**src/hw/rtl/spr_pkg.sv**
```systemverilog
// ----------------------------------------------------------------------------
// Stack pattern removal package
// Item types, operation codes and register indexes shared by the block.
// ----------------------------------------------------------------------------
package spr_pkg;

	localparam int FUNC_W    = 2;
	localparam int IDX_W     = 10;
	localparam int KL_W      = 11;
	localparam int LEN_W     = 5;
	localparam int PAT_BYTES = 16;
	localparam int PIDX_W    = 4;
	localparam int CFG_IDX_W = 2;
	localparam int CFG_W     = 64;

	localparam logic [FUNC_W-1:0] FUNC_CLEAR = 2'd0;
	localparam logic [FUNC_W-1:0] FUNC_PUSH  = 2'd1;
	localparam logic [FUNC_W-1:0] FUNC_READ  = 2'd2;

	localparam logic [CFG_IDX_W-1:0] CFG_PAT_LEN = 2'd0;
	localparam logic [CFG_IDX_W-1:0] CFG_PAT_LO  = 2'd1;
	localparam logic [CFG_IDX_W-1:0] CFG_PAT_HI  = 2'd2;

	typedef struct packed {
		logic [FUNC_W-1:0] func;
		logic [7:0]        text_byte;
		logic [IDX_W-1:0]  read_index;
	} req_t;

	typedef struct packed {
		logic [KL_W-1:0] kept_length;
		logic            match_removed;
		logic [7:0]      read_byte;
		logic            overflow;
	} rsp_t;

	typedef logic [PAT_BYTES-1:0][7:0] pat_t;

	typedef struct packed {
		logic rd_en;
		logic done;
		logic match;
	} cmp_status_t;

endpackage

```
**src/hw/rtl/spr_cmp.sv**
```systemverilog
// ----------------------------------------------------------------------------
// Stack pattern removal byte comparator
// Walks the top of the stack one byte per cycle against the pattern.
// ----------------------------------------------------------------------------
module spr_cmp import spr_pkg::*; #(
	parameter int ADDR_W = 10
) (
	input  logic              clk,
	input  logic              arst_n,
	input  logic              start,
	input  logic [ADDR_W-1:0] base,
	input  logic [LEN_W-1:0]  len,
	input  pat_t              pattern,
	output logic [ADDR_W-1:0] rd_addr,
	input  logic [7:0]        rd_data,
	output cmp_status_t       status
);

	logic              run_q;
	logic [PIDX_W-1:0] idx_q;
	logic [ADDR_W-1:0] base_q;
	logic [LEN_W-1:0]  len_q;
	logic              ok_q;
	logic              vld_s1;
	logic              last_s1;
	logic [PIDX_W-1:0] pidx_s1;
	logic              issue_last;
	logic              eq;

	assign issue_last = (idx_q == PIDX_W'(len_q - LEN_W'(1)));
	assign rd_addr    = base_q + ADDR_W'(idx_q);
	// Read data arrives in the cycle after the address, so the compare lags the issue.
	assign eq         = (rd_data == pattern[pidx_s1]);

	assign status.rd_en = run_q;
	assign status.done  = vld_s1 && last_s1;
	assign status.match = ok_q && eq;

	always_ff @(posedge clk or negedge arst_n) begin
		if (!arst_n) begin
			run_q  <= 1'b0;
			vld_s1 <= 1'b0;
			ok_q   <= 1'b1;
		end else begin
			vld_s1 <= run_q;
			if (start) begin
				run_q <= 1'b1;
				ok_q  <= 1'b1;
			end else begin
				if (run_q && issue_last) begin
					run_q <= 1'b0;
				end
				if (vld_s1 && !eq) begin
					ok_q <= 1'b0;
				end
			end
		end
	end

	always_ff @(posedge clk) begin
		last_s1 <= issue_last;
		pidx_s1 <= idx_q;
		if (start) begin
			idx_q  <= '0;
			base_q <= base;
			len_q  <= len;
		end else if (run_q) begin
			idx_q <= idx_q + PIDX_W'(1);
		end
	end

endmodule

```
**config.mk**
```make
export PLATFORM = sky130hd
export DESIGN_NAME = spr_cmp
export DESIGN_NICKNAME = d
export VERILOG_FILES = /design/src/hw/rtl/spr_pkg.sv /design/src/hw/rtl/spr_cmp.sv
export SDC_FILE = /design/constraint.sdc
export NUM_CORES = 1
export LEC_CHECK = 0
export BUFFER_PORTS_ARGS = -buffer_cell sky130_fd_sc_hd__buf_2
export CORE_MARGIN = 4
export CORE_UTILIZATION = 37
export CTS_BUF_LIST = sky130_fd_sc_hd__clkbuf_4 sky130_fd_sc_hd__clkbuf_8 sky130_fd_sc_hd__clkbuf_16
export DETAILED_ROUTE_END_ITERATION = 6
export PLACE_DENSITY_LB_ADDON = 0.15
export SKIP_CTS_REPAIR_TIMING = 1
export SLEW_MARGIN = 20
export SYNTH_ARGS = -nofsm -noshare
export SYNTH_HDL_FRONTEND = slang
export SYNTH_SLANG_ARGS = --single-unit
export TNS_END_PERCENT = 10
```
**constraint.sdc**
```tcl
create_clock -name clk -period 2 [get_ports clk]
set_clock_uncertainty 0.05 [all_clocks]
set_input_delay 0.2 -clock clk [delete_from_list [all_inputs] [get_ports clk]]
set_output_delay 0.2 -clock clk [all_outputs]
set_load 0.02 [all_outputs]
```
## Yosys cells after proc, flatten, opt, wreduce, memory -nomap -nowiden

Index checks and enable logic that the tools add are counted.

| word-level totals | value |
|---|---|
| register bits | 26 |
| input bits | 154 |
| output and inout bits | 13 |
| word-level logic and storage cells | 27 |

| operators by class | value |
|---|---|
| add/sub/neg operators | 3 |
| $lt $le $gt $ge | 1 |
| equal/unequal tests | 2 |
| muxes and demuxes | 6 |
| reduce and logical (&&, ||, !) cells | 7 |

Operators by type and width:

| kind | count |
|---|---|
| binary-select mux 8 bit (select 4 bit) | 1 |
| adder 10 x 4 -> 10 bit | 1 |
| == test 8 bit | 1 |
| two-way mux 8 bit | 1 |
| < comparator 4 x 5 -> 1 bit, second input constant | 1 |
| adder 4 x 1 -> 4 bit, second input constant | 1 |
| == test 4 bit | 1 |
| logical AND 1 bit | 4 |
| two-way mux 1 bit | 4 |
| nonzero test 2 bit | 2 |
| subtractor 4 x 1 -> 4 bit, second input constant | 1 |
| zero test 1 bit | 1 |

## Depth between registers and ports, before layout

Gate-level depths: netlist (run 1).

| depth | value |
|---|---|
| depth in word-level cells | 7 |
| depth in mapped cells | 9 |
| mapped depth without buffers | 8 |

## Worst setup path before layout (run 1)

Ideal clock, no wire load.

| timing path | value |
|---|---|
| path type | flip-flop to output port |
| start | reg pidx_s1[2] |
| end | out status[0] (netlist name) |
| arrival | 2.232 ns |
| data required time | 1.750 ns |
| setup slack | -0.482 ns |
| cell stages (with the launch flop) | 9 |
| path buffers | 2 |
| path through | dfxtp_1 buf_2 buf_1 mux4_2 mux2i_1 xnor2_1 nor4_2 mux2i_1 nor3_1 |

RTL lines:

| item | line | text |
|---|---|---|
| start, declared | spr_cmp.sv:26 | `logic [PIDX_W-1:0] pidx_s1;` |
| start signal, assigned | spr_cmp.sv:62 | `pidx_s1 <= idx_q;` |
| end, declared | spr_cmp.sv:16 | `output cmp_status_t status` |

==> results of run 1 <==
-- through the flow --
stage / util [%] / hold WS [ns] / instance area [sq um] / instances
after floorplan: - / -0.1456 / 2285 / 164
after global placement: 56.66 / -0.04983 / 3374 / 419
after detailed placement: 56.66 / -0.04924 / 3374 / 419
after CTS: 57.77 / -0.3449 / 3441 / 423
after global routing: 58.89 / 0.03985 / 3507 / 424
final: 58.89 / 0.05090 / 3507 / 424
-- report_power, final --
| part | switching, mW | internal, mW |
|---|---|---|
| clock network | 0.159 | 0.217 |
| logic | 0.587 | 0.849 |
| registers | 0.0424 | 0.629 |
-- flip-flops by register name, summed over array words and instances, names as in the netlist --
| signal | cells |
|---|---|
| ok_q | 1 |
| last_s1 | 1 |
| run_q | 1 |
| len_q | 4 |
| pidx_s1 | 4 |
| base_q | 10 |
| idx_q | 4 |
| vld_s1 | 1 |
-- area by class of cell --
cell class | instances | area [sq um] | share of cell area, %
well taps | 75 | 93.84 | 2.676
repair buffers | 192 | 1132 | 32.29
multi-input cells | 119 | 1505 | 42.92
clock buffers | 4 | 66.31 | 1.891
inverters | 8 | 30.03 | 0.8562
flip-flops and latches | 26 | 679.4 | 19.37
-- cell usage after synthesis (all sizes together) --
master and count:
mux4 33, xnor2 24, mux2i 19, edfxtp 14, buf 11, dfxtp 9, inv 8, ha 6
nor2 6, xor2 5, nand2 4, nand3 3, nor4 3, a21oi 2, dfrtp 2, nor2b 2
nor3 2, o21ai 2, a21o 1, and2 1, and3 1, dfstp 1, fa 1, nand2b 1
nand4 1, o21bai 1, o31ai 1
-- metal layers --
layer	GRT usage (%)	vias up	share of wire, %
met2	34.70	81	56
met5	0	-	0
li1	-	1005	-
met1	19.56	1000	36
met4	3.541	0	0.65
met3	2.091	4	7.0
-- cells by family (layout without fill, tap and decap cells) --
| logic type | Yosys count | in the layout | synth area share [%] |
|---|---|---|---|
| mux | 52 | 52 | 41.67 |
| fa+ha+maj | 7 | 7 | 4.178 |
| xor+xnor | 29 | 29 | 11.16 |
| flops | 26 | 26 | 29.74 |
| buf+inv | 19 | 204 | 5.387 |
| compound gates | 7 | 7 | 2.089 |
| simple gates | 24 | 24 | 5.773 |
-- cells in the final DEF, fill, tap and decap left out, drive strengths merged, types with 5 or more instances in the layout --
cell type  netlist  routed
xnor2           24      24
inv              8       8
mux4            33      33
nor2             6       6
dfxtp            9       9
edfxtp          14      14
mux2i           19      19
buf             11     191
ha               6       6
xor2             5       5
-- how the worst max path moves through the flow --
stage | to | slack, ns | depth (start not counted)
global placement | status[0] | -0.35 | 9
global route | status[0] | -0.75 | 7
detailed placement | status[0] | -0.39 | 7
floorplan | status[0] | -0.20 | 6
finish | status[0] | -0.63 | 7
CTS | status[0] | -0.70 | 9
-- worst max-delay path: cells and delay by family, from the launching register on --
kind	cells	cell delay, ns
DFF	1	0.36
xor gates and xnor gates	1	0.17
muxes	2	0.98
and+or+nand+nor	2	0.32
buffers and inverters	2	0.29
==> out/metrics.yaml, run 1 <==
r2r_end: "ok_q"
start_util_pct: 38.21
syn-num-nets: 325
ir_drop_v: 0.0005798
setup_viol: 8
ys_warn_count: 0
drv_slew: 0
ant_nets: 0
grt_pass1_vias: 2280
drc: 0
cp_slowest_stage_delay_ns: 0.49
fin_crit_ns: 2.632
synthCells: 164
status: "finished with violations"
grt_overflow: 0
vias: 2090
area_growth_pct: 54.10
place_congestion: 0.7889
synth_seq_cells: 26
totalWireLength_um: 6730
antenna_found_initial: 0
hold-path-endpoint: "base_q[4]"
maxSlewHeadroom_pct: 71.80
post-route-period-util_pct: 131.6
reg2regPathDepth: 9
die_area_sq_um: 7470
pre_cts_slack_ns: -0.3894
grt_max_degree: 21
clkLatencyLatePin_ns: 0.27
grt_setup_unrepaired: "yes"
num_rows: 28
p_leak_nw: 1.586
clk_pin_slew_ns: 0.09
path_cells: "buf_4 -> mux4_2 -> mux4_2 -> xnor2_1 -> nand2_1 -> nor3_4 -> buf_6"
cp_common_cell: "mux4_2"
violations: "setup timing"
cts_sinks: 26
hold_violations: 0
diodes: 0
synth-seq-area-share_pct: 29.74
synth_top_area_share_pct: 28.70
min-delay-start: "base[4]"
fp.dieW_um: 86.43
io_buffers: 165
fin_ws_ns: -0.6321
tns_ns: -1.655
wl_per_cell_um: 15.87
r2r-start: "pidx_s1[1]"
required_ns: 1.75
crit_path_end_kind: "output pin"
grt_pass1_wl_um: 10410
cts_max_level: 1
hold_depth: 1
start_kind: "flip-flop"
crit_start: "pidx_s1[0]"
final_nets: 511
dr.pass1.iters: 4
worstMarginPinSlew_ns: 0.4229
drt-initial-drc-count: 47
cts_buffers: 3
crit_fanout: 4
rrSetupSlack_ns: -0.27
hold_path_class: "in2reg"
syn_area_per_cell_sq_um: 13.88
core_area_sq_um: 5956
root_buffer: "clkbuf_8"
cts_tree: "yes"
maxCapViolations: 0
p_total_mw: 2.484
die_h_um: 86.43
grt_usage_pct: 17.41
drive_above_1_share_pct: 69.63
n_fill_cell: 539
cp.arrival_ns: 2.38
clock_path_buffers: 2
io_pins: 167
netlist_area_sq_um: 2276
fmax_mhz: 379.9
synth_cell_types: 34
powerDensity_nw_per_um2: 708.2
routed_via_density: 4.929
dp_hpwl_um: 5925
crit_type: "reg2out"
netlist_top_cells_area: "mux4_2 (29%), edfxtp_1 (18%), xnor2_1 (9.2%), mux2i_1 (8.4%), dfxtp_1 (7.9%)"
crit_path_top_delay_cell: "mux4_2"
yosysTopAreaCell: "mux4_2"
Note: power is estimated with default switching activity, not from simulation.
==> run 2: changes to the inputs <==
clock period = 2.1 ns   (was 2 ns; I/O delays follow)
==> run 2 against run 1 <==
Effect of this change:
- the flow still finishes with violations (setup timing)
- wire length down 0.71%
- non-clock buffer count down 1
- sequential share of layout area up 0.11 points
- die area unchanged
- sequential power down 3.6%
- first-iteration DRC count down 34%
- sequential cell count unchanged
- utilization unchanged
- hold slack better by 0.010 ns
==> out/metrics.yaml, run 2 (synthesis gave the netlist of run 1 again) <==
status: "finished with violations"
violations: "setup timing"
drive_above_1_share_pct: 69.25
clk_pin_slew_ns: 0.09
place_area_sq_um: 3337
p_leak_nw: 1.582
routed_via_density: 4.946
drt-initial-drc-count: 31
grt_usage_pct: 16.47
final_nets: 510
cp.arrival_ns: 2.40
num_rows: 28
die_h_um: 86.43
worstMarginPinSlew_ns: 0.4292
crit_fanout: 4
ant_nets: 0
grt_pass1_vias: 2119
io_buffers: 165
fmax_mhz: 376.3
cts_max_level: 1
hold_path_class: "in2reg"
grt_max_degree: 21
cts_sinks: 26
wl_per_cell_um: 15.80
diodes: 0
required_ns: 1.84
totalWireLength_um: 6682
rrSetupSlack_ns: -0.30
hold_violations: 0
start_kind: "flip-flop"
final_core_util_pct: 58.89
fin_ws_ns: -0.5573
drv_slew: 0
grt_pass1_wl_um: 9860
die_area_sq_um: 7470
maxCapViolations: 0
largest_register: "base_q"
core_area_sq_um: 5956
layout_common_cells: "buf_2 (158), mux4_2 (32), xnor2_1 (23), buf_4 (23), mux2i_1 (18)"
drc: 0
n_fill_cell: 516
clkLatencyLatePin_ns: 0.26
antenna_found_initial: 0
area_growth_pct: 54.10
root_buffer: "clkbuf_8"
crit_type: "reg2out"
tns_ns: -1.133
grt_overflow: 0
maxSlewHeadroom_pct: 71.39
vias: 2092
dp_hpwl_um: 5708
fin_crit_ns: 2.657
fp.dieW_um: 86.43
ir_drop_v: 0.0006248
crit_path_end_kind: "output pin"
design_area_sq_um: 3507
final_common_cell: "buf_2"
post-route-period-util_pct: 126.5
cts_buffers: 3
largest_register_ffs: 10
cts_tree: "yes"
grt_setup_unrepaired: "yes"
dr.pass1.iters: 3
powerDensity_nw_per_um2: 662.8
pre_cts_slack_ns: -0.2965
start_util_pct: 38.21
io_pins: 167
clock_path_buffers: 2
setup_viol: 7
place_congestion: 0.7974
==> run 2: cell count changes in the layout (fill, tap and decap cells not counted) <==
cell | previous run | this run
nor2_2 | 0 | 1
dfxtp_1 | 7 | 6
o21ai_0 | 1 | 0
dfxtp_4 | 0 | 1
nor2_1 | 6 | 5
mux4_2 | 33 | 32
buf_2 | 156 | 158
buf_6 | 1 | 2
mux4_1 | 0 | 1
mux2i_2 | 3 | 1
mux2i_1 | 16 | 18
buf_4 | 28 | 23
clkbuf_8 | 3 | 4
o21ai_1 | 1 | 2
==> run 2: per-stage QoR <==
| stage | power, mW | hold WS, ns | cells |
|---|---|---|---|
| 3_5_place_dp | 1.952 | -0.03504 | 414 |
| 2_1_floorplan | 1.532 | -0.1356 | 164 |
| 3_3_place_gp | 1.940 | -0.03959 | 414 |
| 4_1_cts | 2.274 | -0.3226 | 418 |
| 5_1_grt | 2.482 | 0.05321 | 423 |
| 6_report | 2.325 | 0.06134 | 423 |
==> run 2: layer usage <==
layer	vias up	part of all wire, %	global-route usage, %
li1	1005	-	-
met1	1000	37	19.44
met2	80	55	31.99
met3	7	7.1	1.806
met4	0	0.91	3.116
met5	-	0	0
==> run 2: final cells by class <==
class / count / area, sq um / share of cell area (%)
clock buffers: 4 / 55.05 / 1.570
inverters: 8 / 30.03 / 0.8562
multi-input cells: 119 / 1504 / 42.88
flip-flops and latches: 26 / 683.2 / 19.48
well taps: 75 / 93.84 / 2.676
repair buffers: 191 / 1141 / 32.54
==> run 2: worst paths after layout <==
check                           start          to  cells after the start
min in group asynchronous      arst_n       run_q                      2
setup / recovery           pidx_s1[0]   status[0]                      7
hold reg to reg              idx_q[3]  pidx_s1[3]                      0
max in group asynchronous      arst_n        ok_q                      2
setup reg to reg           pidx_s1[0]        ok_q                     10
hold / removal                base[5]   base_q[5]                      1
==> run 2: critical path, cell delays in order, from the launching register on <==
cell and delay [ns]:
dfxtp_4 0.40, buf_6 0.13, mux4_2 0.48, mux4_2 0.51
xnor2_2 0.16, nand2_1 0.11, nor3_4 0.19, buf_6 0.14
==> run 2: power breakdown <==
part | leakage, nW | switching (mW) | total [mW] | internal (mW)
Sequential | 0.241 | 0.0467 | 0.648 | 0.602
Combinational | 1.31 | 0.550 | 1.36 | 0.811
Clock | 0.0288 | 0.147 | 0.315 | 0.167
